<file path="src/rtl/core/zmhr_pkg.sv">
// Package for the ZMODEM header receiver: item types, protocol constants,
// status codes and the CRC-16 and hex digit helper functions.
// No dependencies.
`timescale 1ns / 1ps

package zmhr_pkg;

  // Protocol bytes.
  localparam logic [7:0] ZDLE      = 8'h18;
  localparam logic [7:0] FMT_HEX   = 8'h42;
  localparam logic [7:0] FMT_BIN   = 8'h41;
  localparam logic [7:0] FMT_BIN32 = 8'h43;
  localparam logic [7:0] ESC_XOR   = 8'h40;
  localparam logic [7:0] TERM_LO   = 8'h68;
  localparam logic [7:0] TERM_HI   = 8'h6B;
  localparam logic [7:0] MAX_TYPE  = 8'd12;
  localparam logic [15:0] CRC_POLY = 16'h1021;

  // Frame layout counts.
  localparam logic [4:0] HEX_DIGITS  = 5'd14;
  localparam logic [4:0] TRAIL_LEN   = 5'd2;
  localparam logic [4:0] BIN_UNITS   = 5'd7;
  localparam logic [4:0] BIN32_UNITS = 5'd5;
  localparam logic [4:0] SKIP_UNITS  = 5'd2;
  localparam logic [4:0] CRC32_UNITS = 5'd4;
  localparam int         HDR_BYTES   = 5;
  localparam logic [2:0] FCRC_HI_POS = 3'd5;

  // Result status codes.
  localparam logic [2:0] ST_OK        = 3'd0;
  localparam logic [2:0] ST_LOST_HUNT = 3'd1;
  localparam logic [2:0] ST_LOST_FMT  = 3'd2;
  localparam logic [2:0] ST_UNKNOWN   = 3'd3;
  localparam logic [2:0] ST_BAD_HEX   = 3'd4;
  localparam logic [2:0] ST_BIN_PARSE = 3'd5;
  localparam logic [2:0] ST_CRC_BAD   = 3'd6;

  typedef struct packed {
    logic [7:0] rx_byte;
    logic       link_lost;
  } in_item_t;

  typedef struct packed {
    logic [2:0]  status;
    logic [7:0]  header_type;
    logic [7:0]  data0;
    logic [7:0]  data1;
    logic [7:0]  data2;
    logic [7:0]  data3;
    logic        crc32_mode;
    logic [15:0] computed_crc;
    logic [15:0] received_crc;
  } out_item_t;

  // Bitwise CRC-16 CCITT update over one byte, MSB first.
  function automatic logic [15:0] crc_add(input logic [15:0] crc, input logic [7:0] b);
    logic [15:0] c;
    c = crc ^ {b, 8'h00};
    for (int i = 0; i < 8; i++) begin
      if (c[15]) begin
        c = {c[14:0], 1'b0} ^ CRC_POLY;
      end else begin
        c = {c[14:0], 1'b0};
      end
    end
    return c;
  endfunction

  // Hex digit value; 16 marks a character that is not a hex digit.
  function automatic logic [4:0] hex_value(input logic [7:0] c);
    logic [4:0] v;
    v = 5'd16;
    if (c >= 8'h30 && c <= 8'h39) begin
      v = {1'b0, 4'(c - 8'h30)};
    end else if (c >= 8'h61 && c <= 8'h66) begin
      v = {1'b0, 4'(c - 8'h57)};
    end else if (c >= 8'h41 && c <= 8'h46) begin
      v = {1'b0, 4'(c - 8'h37)};
    end
    return v;
  endfunction

endpackage

</file>
<file path="src/rtl/core/zmhr_in_stage.sv">
// Input register of the ZMODEM header receiver.
// Holds one accepted item until the parser consumes it. Uses zmhr_pkg.
`timescale 1ns / 1ps

module zmhr_in_stage (
  input  logic               clk,
  input  logic               rst_n,
  input  logic               in_valid,
  output logic               in_ready,
  input  zmhr_pkg::in_item_t in_item,
  input  logic               advance,
  output logic               stg_valid,
  output zmhr_pkg::in_item_t stg_item
);
  import zmhr_pkg::*;

  logic     valid_r, valid_nxt;
  in_item_t item_r;

  assign in_ready  = !valid_r || advance;
  assign stg_valid = valid_r;
  assign stg_item  = item_r;

  always_comb begin
    valid_nxt = valid_r;
    if (in_valid && in_ready) begin
      valid_nxt = 1'b1;
    end else if (advance) begin
      valid_nxt = 1'b0;
    end
  end

  always_ff @(posedge clk) begin
    if (!rst_n) begin
      valid_r <= 1'b0;
    end else begin
      valid_r <= valid_nxt;
    end
  end

  always_ff @(posedge clk) begin
    if (in_valid && in_ready) begin
      item_r <= in_item;
    end
  end

endmodule

</file>
<file path="src/rtl/core/zmhr_parser.sv">
// Header parser of the ZMODEM header receiver: frame state machine, ZDLE
// unescaping, hex pairing and CRC-16 accumulation. Uses zmhr_pkg.
`timescale 1ns / 1ps

module zmhr_parser (
  input  logic                clk,
  input  logic                rst_n,
  input  logic                fire,
  input  zmhr_pkg::in_item_t  stg_item,
  output logic                res_valid,
  output zmhr_pkg::out_item_t res_item
);
  import zmhr_pkg::*;

  typedef enum logic [2:0] {
    PH_HUNT, PH_FORMAT, PH_HEX, PH_TRAIL, PH_BIN, PH_BIN_SKIP, PH_BIN32, PH_BIN32_SKIP
  } phase_t;

  typedef enum logic [1:0] {U_NONE, U_BYTE, U_FAIL} unit_t;

  phase_t      phase_r, phase_nxt;
  logic [4:0]  fpos_r, fpos_nxt;
  logic        esc_r, esc_nxt;
  logic [4:0]  hnib_r, hnib_nxt;
  logic [7:0]  hdr_r [HDR_BYTES];
  logic [7:0]  hdr_nxt [HDR_BYTES];
  logic [15:0] rcrc_r, rcrc_nxt;
  logic [15:0] fcrc_r, fcrc_nxt;
  logic        sticky_r, sticky_nxt;

  logic [7:0]  b;
  logic        lost;
  unit_t       unit;
  logic [7:0]  unit_val;
  logic        unit_esc;
  logic [4:0]  hex_lo;
  logic [7:0]  sv;
  logic [2:0]  sk;
  logic [15:0] rcrc_st, fcrc_st;
  logic        emit_en, emit_hdr;
  logic [2:0]  emit_status;
  logic [15:0] emit_cc, emit_rc;

  assign b    = stg_item.rx_byte;
  assign lost = stg_item.link_lost;

  // Unescaping of one raw item in the binary phases.
  always_comb begin
    unit     = U_BYTE;
    unit_val = b;
    unit_esc = esc_r;
    if (lost) begin
      unit     = U_FAIL;
      unit_esc = 1'b0;
    end else if (esc_r) begin
      unit_esc = 1'b0;
      unit_val = b ^ ESC_XOR;
      if (b >= TERM_LO && b <= TERM_HI) begin
        unit = U_FAIL;
      end
    end else if (b == ZDLE) begin
      unit     = U_NONE;
      unit_esc = 1'b1;
    end
  end

  // Candidate byte store: header entry or received CRC half, with the CRC update.
  always_comb begin
    hex_lo = hex_value(b);
    if (phase_r == PH_HEX) begin
      sv = {hnib_r[3:0], hex_lo[3:0]};
      sk = fpos_r[3:1];
    end else begin
      sv = unit_val;
      sk = fpos_r[2:0];
    end
    rcrc_st = rcrc_r;
    fcrc_st = fcrc_r;
    if (sk < FCRC_HI_POS) begin
      rcrc_st = crc_add(rcrc_r, sv);
    end else if (sk == FCRC_HI_POS) begin
      fcrc_st = {sv, fcrc_r[7:0]};
    end else begin
      fcrc_st = {fcrc_r[15:8], sv};
    end
  end

  always_comb begin
    phase_nxt  = phase_r;
    fpos_nxt   = fpos_r;
    esc_nxt    = esc_r;
    hnib_nxt   = hnib_r;
    hdr_nxt    = hdr_r;
    rcrc_nxt   = rcrc_r;
    fcrc_nxt   = fcrc_r;
    sticky_nxt = sticky_r;
    emit_en     = 1'b0;
    emit_hdr    = 1'b0;
    emit_status = ST_OK;
    emit_cc     = 16'h0000;
    emit_rc     = 16'h0000;

    if (fire) begin
      case (phase_r)
        PH_HUNT: begin
          if (lost) begin
            emit_en     = 1'b1;
            emit_status = ST_LOST_HUNT;
          end else if (b == ZDLE) begin
            phase_nxt = PH_FORMAT;
          end
        end
        PH_FORMAT: begin
          if (lost) begin
            emit_en     = 1'b1;
            emit_status = ST_LOST_FMT;
          end else if (b == FMT_HEX || b == FMT_BIN || b == FMT_BIN32) begin
            fpos_nxt = 5'd0;
            esc_nxt  = 1'b0;
            hnib_nxt = 5'd0;
            rcrc_nxt = 16'h0000;
            fcrc_nxt = 16'h0000;
            if (b == FMT_HEX) begin
              phase_nxt = PH_HEX;
            end else if (b == FMT_BIN) begin
              phase_nxt = PH_BIN;
            end else begin
              phase_nxt = PH_BIN32;
            end
          end else begin
            emit_en     = 1'b1;
            emit_status = ST_UNKNOWN;
          end
        end
        PH_HEX: begin
          if (lost) begin
            emit_en     = 1'b1;
            emit_status = ST_BAD_HEX;
          end else if (!fpos_r[0]) begin
            hnib_nxt = hex_lo;
            fpos_nxt = fpos_r + 5'd1;
          end else if (hnib_r[4] || hex_lo[4]) begin
            emit_en     = 1'b1;
            emit_status = ST_BAD_HEX;
          end else begin
            if (sk < FCRC_HI_POS) begin
              hdr_nxt[sk] = sv;
            end
            rcrc_nxt = rcrc_st;
            fcrc_nxt = fcrc_st;
            fpos_nxt = fpos_r + 5'd1;
            if (fpos_nxt >= HEX_DIGITS) begin
              phase_nxt = PH_TRAIL;
              fpos_nxt  = 5'd0;
            end
          end
        end
        PH_TRAIL: begin
          fpos_nxt = fpos_r + 5'd1;
          if (fpos_nxt >= TRAIL_LEN) begin
            emit_en     = 1'b1;
            emit_cc     = rcrc_r;
            emit_rc     = fcrc_r;
            emit_hdr    = (rcrc_r == fcrc_r);
            emit_status = (rcrc_r == fcrc_r) ? ST_OK : ST_CRC_BAD;
          end
        end
        PH_BIN, PH_BIN32: begin
          esc_nxt = unit_esc;
          if (unit == U_FAIL) begin
            emit_en     = 1'b1;
            emit_status = ST_BIN_PARSE;
          end else if (unit == U_BYTE) begin
            if (sk < FCRC_HI_POS) begin
              hdr_nxt[sk] = sv;
            end
            rcrc_nxt = rcrc_st;
            fcrc_nxt = fcrc_st;
            fpos_nxt = fpos_r + 5'd1;
            if (phase_r == PH_BIN32) begin
              if (fpos_nxt >= BIN32_UNITS) begin
                phase_nxt = PH_BIN32_SKIP;
                fpos_nxt  = 5'd0;
              end
            end else if (fpos_nxt >= BIN_UNITS) begin
              if (rcrc_st == fcrc_st) begin
                emit_en  = 1'b1;
                emit_hdr = 1'b1;
                emit_cc  = rcrc_st;
                emit_rc  = fcrc_st;
              end else if (hdr_nxt[0] <= MAX_TYPE) begin
                // A CRC mismatch on a low type means the sender really sends
                // CRC-32; swallow the two extra check bytes.
                phase_nxt = PH_BIN_SKIP;
                fpos_nxt  = 5'd0;
              end else begin
                emit_en     = 1'b1;
                emit_status = ST_CRC_BAD;
                emit_cc     = rcrc_st;
                emit_rc     = fcrc_st;
              end
            end
          end
        end
        PH_BIN_SKIP, PH_BIN32_SKIP: begin
          esc_nxt = unit_esc;
          if (unit != U_NONE) begin
            fpos_nxt = fpos_r + 5'd1;
            if (phase_r == PH_BIN_SKIP) begin
              if (fpos_nxt >= SKIP_UNITS) begin
                sticky_nxt = 1'b1;
                emit_en    = 1'b1;
                emit_hdr   = 1'b1;
                emit_cc    = rcrc_r;
                emit_rc    = fcrc_r;
              end
            end else if (fpos_nxt >= CRC32_UNITS) begin
              emit_en = 1'b1;
              if (hdr_r[0] > MAX_TYPE) begin
                emit_status = ST_UNKNOWN;
              end else begin
                sticky_nxt = 1'b1;
                emit_hdr   = 1'b1;
                emit_cc    = rcrc_r;
              end
            end
          end
        end
        default: begin
          phase_nxt = PH_HUNT;
        end
      endcase

      if (emit_en) begin
        phase_nxt = PH_HUNT;
        fpos_nxt  = 5'd0;
        esc_nxt   = 1'b0;
      end
    end
  end

  always_comb begin
    res_valid                 = emit_en;
    res_item.status           = emit_status;
    res_item.header_type      = emit_hdr ? hdr_nxt[0] : 8'h00;
    res_item.data0            = emit_hdr ? hdr_nxt[1] : 8'h00;
    res_item.data1            = emit_hdr ? hdr_nxt[2] : 8'h00;
    res_item.data2            = emit_hdr ? hdr_nxt[3] : 8'h00;
    res_item.data3            = emit_hdr ? hdr_nxt[4] : 8'h00;
    res_item.crc32_mode       = sticky_nxt;
    res_item.computed_crc     = emit_cc;
    res_item.received_crc     = emit_rc;
  end

  always_ff @(posedge clk) begin
    if (!rst_n) begin
      phase_r  <= PH_HUNT;
      fpos_r   <= 5'd0;
      esc_r    <= 1'b0;
      hnib_r   <= 5'd0;
      rcrc_r   <= 16'h0000;
      fcrc_r   <= 16'h0000;
      sticky_r <= 1'b0;
    end else begin
      phase_r  <= phase_nxt;
      fpos_r   <= fpos_nxt;
      esc_r    <= esc_nxt;
      hnib_r   <= hnib_nxt;
      rcrc_r   <= rcrc_nxt;
      fcrc_r   <= fcrc_nxt;
      sticky_r <= sticky_nxt;
    end
  end

  // Header bytes are payload: no reset, every frame writes them before use.
  always_ff @(posedge clk) begin
    hdr_r <= hdr_nxt;
  end

endmodule

</file>
<file path="src/rtl/core/zmhr_out_stage.sv">
// Result register of the ZMODEM header receiver.
// Holds one result item until the downstream side takes it. Uses zmhr_pkg.
`timescale 1ns / 1ps

module zmhr_out_stage (
  input  logic                clk,
  input  logic                rst_n,
  output logic                can_load,
  input  logic                load,
  input  zmhr_pkg::out_item_t res_item,
  output logic                out_valid,
  input  logic                out_ready,
  output zmhr_pkg::out_item_t out_item
);
  import zmhr_pkg::*;

  logic      valid_r, valid_nxt;
  out_item_t item_r;

  assign can_load  = !valid_r || out_ready;
  assign out_valid = valid_r;
  assign out_item  = item_r;

  always_comb begin
    valid_nxt = valid_r;
    if (load && can_load) begin
      valid_nxt = 1'b1;
    end else if (out_ready) begin
      valid_nxt = 1'b0;
    end
  end

  always_ff @(posedge clk) begin
    if (!rst_n) begin
      valid_r <= 1'b0;
    end else begin
      valid_r <= valid_nxt;
    end
  end

  always_ff @(posedge clk) begin
    if (load && can_load) begin
      item_r <= res_item;
    end
  end

endmodule

</file>
<file path="src/rtl/core/zmodem_header_receiver_top.sv">
// Top level of the ZMODEM header receiver.
// Instantiates zmhr_in_stage, zmhr_parser and zmhr_out_stage; uses zmhr_pkg.
//
//   Channel   Ports                           Moves
//   input     in_valid, in_ready, in_item     one link byte or link-lost mark
//   result    out_valid, out_ready, out_item  one header or error status
//
// An item is registered on acceptance and then parsed by the frame state machine,
// unescaper and CRC-16 byte update; any result goes to the result register, which drives out_valid.
// One item is accepted per cycle while the result register is free or draining.
// Reset (rst_n low at an edge) restarts the ZDLE hunt, clears the CRC-32 flag and
// empties both stages. A result-side stall holds the parser; the input register
// takes one more item, then in_ready stays low until the stall clears.
`timescale 1ns / 1ps

module zmodem_header_receiver_top (
  input  logic                clk,
  input  logic                rst_n,
  input  logic                in_valid,
  output logic                in_ready,
  input  zmhr_pkg::in_item_t  in_item,
  output logic                out_valid,
  input  logic                out_ready,
  output zmhr_pkg::out_item_t out_item
);
  import zmhr_pkg::*;

  logic      stg_valid;
  in_item_t  stg_item;
  logic      can_load;
  logic      fire;
  logic      res_valid;
  out_item_t res_item;

  // The staged item is parsed whenever the result register can take whatever
  // the parser produces in this cycle.
  assign fire = stg_valid && can_load;

  zmhr_in_stage u_in_stage (
    .clk       (clk),
    .rst_n     (rst_n),
    .in_valid  (in_valid),
    .in_ready  (in_ready),
    .in_item   (in_item),
    .advance   (can_load),
    .stg_valid (stg_valid),
    .stg_item  (stg_item)
  );

  zmhr_parser u_parser (
    .clk       (clk),
    .rst_n     (rst_n),
    .fire      (fire),
    .stg_item  (stg_item),
    .res_valid (res_valid),
    .res_item  (res_item)
  );

  zmhr_out_stage u_out_stage (
    .clk       (clk),
    .rst_n     (rst_n),
    .can_load  (can_load),
    .load      (res_valid),
    .res_item  (res_item),
    .out_valid (out_valid),
    .out_ready (out_ready),
    .out_item  (out_item)
  );

endmodule
</file>
<file path="config.mk">
export PLATFORM = sky130hd
export DESIGN_NAME = zmodem_header_receiver_top
export DESIGN_NICKNAME = d
export VERILOG_FILES = /design/src/rtl/core/zmhr_pkg.sv /design/src/rtl/core/zmhr_in_stage.sv /design/src/rtl/core/zmhr_parser.sv /design/src/rtl/core/zmhr_out_stage.sv /design/src/rtl/core/zmodem_header_receiver_top.sv
export SDC_FILE = /design/constraint.sdc
export NUM_CORES = 1
export LEC_CHECK = 0
export ABC_AREA = 1
export BUFFER_PORTS_ARGS = -buffer_cell sky130_fd_sc_hd__buf_4
export CELL_PAD_IN_SITES_DETAIL_PLACEMENT = 0
export CELL_PAD_IN_SITES_GLOBAL_PLACEMENT = 2
export CORE_ASPECT_RATIO = 1.4
export CORE_MARGIN = 4
export CORE_UTILIZATION = 35
export DETAILED_ROUTE_END_ITERATION = 8
export PLACE_DENSITY_LB_ADDON = 0.1
export SLEW_MARGIN = 10
export SYNTH_ARGS = -nofsm -noshare
export SYNTH_HDL_FRONTEND = slang
export SYNTH_SLANG_ARGS = --single-unit
</file>
<file path="constraint.sdc">
create_clock -name clk -period 5.33 [get_ports clk]
set_input_delay 0 -clock clk [delete_from_list [all_inputs] [get_ports clk]]
set_output_delay 0 -clock clk [all_outputs]
set_load 0.02 [all_outputs]
</file>
### Word level (Yosys, flattened, before mapping)

Index checks and enable logic that the tools add are counted.
Widths: inputs -> output; s select.

* memory bits (writable): 0
* memories kept: 0
* latch bits: 0
* logic and storage cells: 318
* memory bits (read-only): 0
* bits of input ports: 13
* register bits after elaboration: 174

* multipliers: 0
* add/sub/neg operators: 4
* reduce and logical (&&, ||, !) cells: 33
* bitwise logic cells: 11
* order comparisons: 18
* equal/unequal tests: 40
* mux-type cells: 186
* divide/modulo/power cells: 0
* shift-type cells: 0

Operators by type and width (count)
* $mux 16: 42
* $mux 40: 11
* $pmux 16 s3: 4
* $mux 13: 8
* $mux 5: 20
* $mux 3: 33
* $pmux 40 s2: 1
* $mux 1: 48
* $bwmux 40: 1
* $eq 16x16->1: 2
* $pmux 5 s5: 1
* $demux 8 s3: 1
* $eq 8x7->1 const B: 3
* $ge 8x7->1 const B: 3
* $le 8x7->1 const B: 3
* $not 3->3: 8
* $pmux 3 s6: 1
* $reduce_and 9->1: 2
* $mux 8: 2
* $reduce_and 16->1: 1
* $xor 16x16->16: 1
* $eq 3x3->1 const B: 5
* $ge 5x3->1 const B: 3
* $mux 7: 2
* other kinds (46): 86

### Longest topological paths before layout

* depth after elaboration: 42
* mapped depth: 30
* depth with buffers taken out: 29

### Cells and area by module

A second synthesis with hierarchy kept.

* cells, all modules: 1402
* area total of the unflattened synthesis: 10176.0 sq um

By module, submodules not included
* zmhr_parser: cells each 1301, area an instance 7513.5 sq um, instances 1
* zmhr_out_stage: cells each 83, area an instance 2333.5 sq um, instances 1
* zmhr_in_stage: cells each 16, area an instance 321.6 sq um, instances 1
* zmodem_header_receiver_top: cells each 2, area an instance 7.5 sq um, instances 1

### Least setup slack after synthesis

No wires, ideal clock.

* path type: reg2reg
* from: register u_in_stage.item_r (netlist bit u_in_stage.stg_item[1])
* to: register u_out_stage.item_r (netlist bit u_out_stage.out_item[0]), enable pin
* path slack: 0.807 ns
* data required time: 4.900 ns
* stages on the path, launching flop included: 23
* arrival time: 4.093 ns
* library setup time: 0.430 ns
* cells stage by stage: edfxtp_1 -> inv_1 -> ha_1 -> nor2_1 -> nand2_1 -> nand3_2 -> o21ai_0 -> nor2_1 -> nand2_1 -> nand2_1 -> o21ai_0 -> inv_1 -> nand2_1 -> nand3_1 -> nor2_1 -> nand2_1 -> nor2_4 -> nand3_4 -> nand2_2 -> nand2_4 -> nand3b_1 -> nand2_1 -> inv_1

* word-level cells in the longest chain between the ends: 31

RTL lines
* start: declaration: RTL line zmhr_in_stage.sv:18 `in_item_t item_r;`
* start signal: assignment: RTL line zmhr_in_stage.sv:43 `item_r <= in_item;`
* $ge 8x7->1 or $le 8x7->1 (tied branches): RTL line zmhr_pkg.sv:77 `end else if (c >= 8'h41 && c <= 8'h46) begin`
* $logic_and 1x1->1: RTL line zmhr_pkg.sv:77
* $mux 5: RTL line zmhr_pkg.sv:77
* $mux 5: RTL line zmhr_pkg.sv:75 `end else if (c >= 8'h61 && c <= 8'h66) begin`
* $mux 5: RTL line zmhr_pkg.sv:73 `if (c >= 8'h30 && c <= 8'h39) begin`
* $mux 8: RTL line zmhr_parser.sv:70 `if (phase_r == PH_HEX) begin`
* $xor 16x16->16: RTL line zmhr_pkg.sv:58 `c = crc ^ {b, 8'h00};`
* $mux 13 or $not 3->3 (tied branches)
* [14 not listed]
* $mux 1: RTL line zmhr_parser.sv:186 `if (rcrc_st == fcrc_st) begin`
* $mux 1: RTL line zmhr_parser.sv:185 `end else if (fpos_nxt >= BIN_UNITS) begin`
* $mux 1: RTL line zmhr_parser.sv:180 `if (phase_r == PH_BIN32) begin`
* $mux 1: RTL line zmhr_parser.sv:173 `end else if (unit == U_BYTE) begin`
* $mux 1: RTL line zmhr_parser.sv:170 `if (unit == U_FAIL) begin`
* $pmux 1 s6 *: RTL line zmhr_parser.sv:104 `case (phase_r)`
* $mux 1 * (2 in series): RTL line zmhr_parser.sv:103 `if (fire) begin`
* $logic_and 1x1->1 *: RTL line zmhr_out_stage.sv:42 `if (load && can_load) begin`
* end signal: assignment: RTL line zmhr_out_stage.sv:43 `item_r <= res_item;`
* end: declaration: RTL line zmhr_out_stage.sv:18 `out_item_t item_r;`

Mark *: on every way between the ends. The rest lies on a longest branch, timed or not. The select of a mux whose other input is x is not followed.
A chain may end at the register's enable or synchronous reset.

### Worst setup path in the final report

* from: register u_parser.phase_r[1]
* to: register u_out_stage.item_r (netlist bit u_out_stage.out_item[49]), enable pin

* word-level cells in the longest chain between the ends: 30

RTL lines
* start: declaration: RTL line zmhr_parser.sv:21 `phase_t phase_r, phase_nxt;`
* start signal: assignment: RTL line zmhr_parser.sv:265 `phase_r <= phase_nxt;`
* $eq 3x2->1: RTL line zmhr_parser.sv:70, zmhr_parser.sv:104
* $mux 8: RTL line zmhr_parser.sv:70
* $xor 16x16->16: RTL line zmhr_pkg.sv:58
* $mux 13: RTL line zmhr_pkg.sv:60 `if (c[15]) begin`
* $mux 16: RTL line zmhr_parser.sv:79 `if (sk < FCRC_HI_POS) begin`
* $mux 13: RTL line zmhr_pkg.sv:60
* $mux 16: RTL line zmhr_parser.sv:79
* $mux 13: RTL line zmhr_pkg.sv:60
* [13 not listed]
* $mux 1: RTL line zmhr_parser.sv:186
* $mux 1: RTL line zmhr_parser.sv:185
* $mux 1: RTL line zmhr_parser.sv:180
* $mux 1: RTL line zmhr_parser.sv:173
* $mux 1: RTL line zmhr_parser.sv:170
* $pmux 1 s6 *: RTL line zmhr_parser.sv:104
* $mux 1 * (2 in series): RTL line zmhr_parser.sv:103
* $logic_and 1x1->1 *: RTL line zmhr_out_stage.sv:42

Marks and branches as above.

==> results by group <==
Timing
  • Slew Limit Fails: 0
  • Final setup violation count: 0
  • Final Hold Fails: 0
  • Slew @ Worst Pin: 1.14 ns
  • Clock Skew: 0.0136 ns
  • Fmax: 0.217 GHz
  • Tcrit/Tclk final: 0.864
  • Slew margin rel.: 0.240
  • RSZ-0062 raised after global routing: no
  • Post-route minimum period: 4.61 ns
  • Final setup TNS: 0 ns

Critical path
  • Crit path max fanout: 76
  • Worst setup path category: flip-flop to flip-flop
  • Crit path required time: 5.42 ns
  • Startpoint Class: flip-flop
  • Crit path max-delay family: simple AND/OR/NAND/NOR gates
  • Crit. End Element: flip-flop
  • Crit path DAT: 4.70 ns
  • Slowest library cell on the worst path: dfxtp_1
  • Slowest cell delay on critical path: 0.54 ns
  • Worst path bufs/invs: 4
  • Critical path, cell by cell: nand2_4, inv_1, nand2_1, nand2_2, nand2_2, nand3_1, nand3_1, nand2_1, inv_1, nand2_1, nand2_1, nor2_1, nand3_1, nor2_1, nand2_1, nor2_4, nand3_4, nand2_2, nand2_4, nand3b_1, nand2_1, clkinv_2, buf_12
  • Cell repeated most along the worst path: nand2_1

Outcome
  • Status: finished clean

Global routing
  • Gr usage total: 0.220
  • Initial antenna violation count: 0
  • Remaining Overflow, GRT: 0
  • Pin count of the biggest net entering global routing: 77
  • Vias in the first global route: 9617
  • First-pass GRT wire length: 55200 um

Logic synthesis
  • Synthesized area per cell: 7.38 um2
  • Syn nets: 1414
  • Synthesized area: 0.0103 mm2
  • Post-synth EDFFs: 85
  • Syn. warnings: 0
  • Async SR Flop Fraction: 0
  • Top-area cell type share of the netlist area: 0.248
  • Number of synthesized register bits: 174
  • Primary FF master, synth: dfxtp_1
  • Yosys cell types: 50
  • Mapped Cells: 1392
  • Register area share after synthesis: 0.422
  • Synth top area cells: edfxtp_1 (25%), dfxtp_1 (17%), nand2_1 (12%)
  • Yosys top cell by area: edfxtp_1

Clocking
  • # resized after CTS: 0
  • Clock buffer depth: 2
  • Root Driver: clkbuf_16
  • Worst-path clk slew: 0.07 ns
  • Clock tree sinks: 174
  • CTS tree: built
  • Number of buffers created by CTS: 17
  • Clock Latency Late Sink: 0.45 ns
  • H-Tree Level Count: 4
  • Postcts setup bufs: 0

Power and ir drop
  • Peak VDD IR: 0.000223 V
  • Leak pwr: 5.06 nW
  • Pwr dens: 350 mW/mm2
  • Final Power: 4.24 mW

Finish
  • # nets final: 1502
  • Number of diodes: 0
  • Multi-input combinational cell area: 0.00488 mm2
  • Flip-flop and latch area: 0.00433 mm2
  • Share of cells above drive strength 1: 0.155
  • P&R area growth vs syn: 17.9%
  • Most frequent cells in the layout: nand2_1 (338), inv_1 (198), buf_4 (109), nor2_1 (106), nand3_1 (102)
  • Layout filler cell count: 2983
  • Commonest non-fill, non-tap cell in the layout: nand2_1

Place
  • PortBufs: 90
  • HPWL Detailed: 26100 um
  • Routability congestion estimate: 0.912

Route
  • Antenna Nets Post-Route: 0
  • Avg WL per Cell: 19.2 um
  • Initial DRC Count: 555
  • Vias: 9517
  • Vias per inst: 5.09
  • Drt total wl: 35800 um
  • DRC viols: 0
  • DR pass1 iterations: 6

Die
  • Area of the die: 0.0322 mm2
  • # IOs: 91
  • Initial Utilization: 0.358
  • Core area: 0.0287 mm2
  • Die Y: 211 um
  • Die X-Extent: 153 um
  • Row count: 73

Worst hold path
  • Min-Delay Path Class: input port to flip-flop

Run
  • Max-cap violations: 0
==> state kept, by name, indices dropped and copies added (netlist names) <==
register,cells
u_parser.hnib_r,5
u_parser.sticky_r,1
u_in_stage.stg_valid,1
u_parser.phase_r,3
u_parser.rcrc_r,16
u_out_stage.out_item,76
u_in_stage.stg_item,9
u_parser.hdr_r,40
u_parser.esc_r,1
u_parser.fpos_r,5
u_out_stage.out_valid,1
u_parser.fcrc_r,16
==> metal layers <==
layer | part of all wire | track usage | vias to the layer above
met1 | 0.41 | 0.253 | 4509
met5 | 0 | 0 | -
li1 | - | - | 4773
met4 | 0.032 | 0.0855 | 0
met3 | 0.028 | 0.0268 | 55
met2 | 0.53 | 0.413 | 180
==> power by group <==
part           switching, mW  internal (mW)  total (mW)
logic                  0.793          0.356        1.15
clock network          0.584          0.843        1.43
registers              0.109           1.56        1.67
==> worst paths after layout <==
path / from / endpoint / slack, ns / depth (start not counted)
setup / recovery: u_parser.phase_r[1] / u_out_stage.out_item[49] / 0.72 / 23
hold / removal: in_item[5] / u_in_stage.stg_item[5] / 0.27 / 2
setup reg to reg: u_parser.phase_r[1] / u_out_stage.out_item[49] / 0.72 / 23
hold reg to reg: u_parser.hnib_r[4] / u_parser.hnib_r[4] / 0.46 / 2
==> layout make-up <==
class / count / share of cell area
clock inverter: 14 / 0.0188
tap: 375 / 0.0387
clock buffer: 18 / 0.0354
sequential: 174 / 0.358
inverter: 209 / 0.0649
timing repair buffer: 124 / 0.0808
multi-input combinational: 954 / 0.403
==> what timing repair did <==
item | CTS | global route
endpoints found under the setup margin | 0 | 0
endpoints found under the hold margin | 23 | 0
hold buffers | 14 | 0
==> synth_stat cells (12+ instances only) <==
| cell | n |
|---|---|
| clkbuf_1 | 35 |
| nand3_1 | 102 |
| nand2_2 | 12 |
| nor2_2 | 31 |
| dfxtp_1 | 89 |
| a21oi_1 | 74 |
| o22ai_1 | 31 |
| nand2_1 | 338 |
| edfxtp_1 | 85 |
| inv_1 | 199 |
| a22oi_1 | 47 |
| o21ai_0 | 89 |
| nor2_1 | 107 |
| xor2_1 | 12 |
==> cells by family (layout without fill, tap and decap cells) <==
group                    count (synthesis)  in the layout  synth area share
AO/OA/AOI/OAI                          283            283             0.168
XOR/XNOR                                19             19            0.0162
adder cells (fa/ha/maj)                  9              9            0.0110
buffers and inverters                  264            365             0.105
flip-flops                             174            174             0.422
AND/OR/NAND/NOR                        643            643             0.278
==> metrics by stage <==
step / setup WS [ns] / util / hold slack, ns / instances / cell area, um2
5_1_grt: 0.244 / 0.422 / 0.277 / 1868 / 12100
3_5_place_dp: 0.778 / 0.394 / 0.180 / 1822 / 11300
2_1_floorplan: 0.807 / - / 0.0989 / 1392 / 10300
3_3_place_gp: 0.871 / 0.394 / 0.179 / 1822 / 11300
6_report: 0.722 / 0.422 / 0.268 / 1868 / 12100
4_1_cts: 0.748 / 0.422 / 0.250 / 1868 / 12100
No activity file was read; power rests on OpenSTA's default activity.
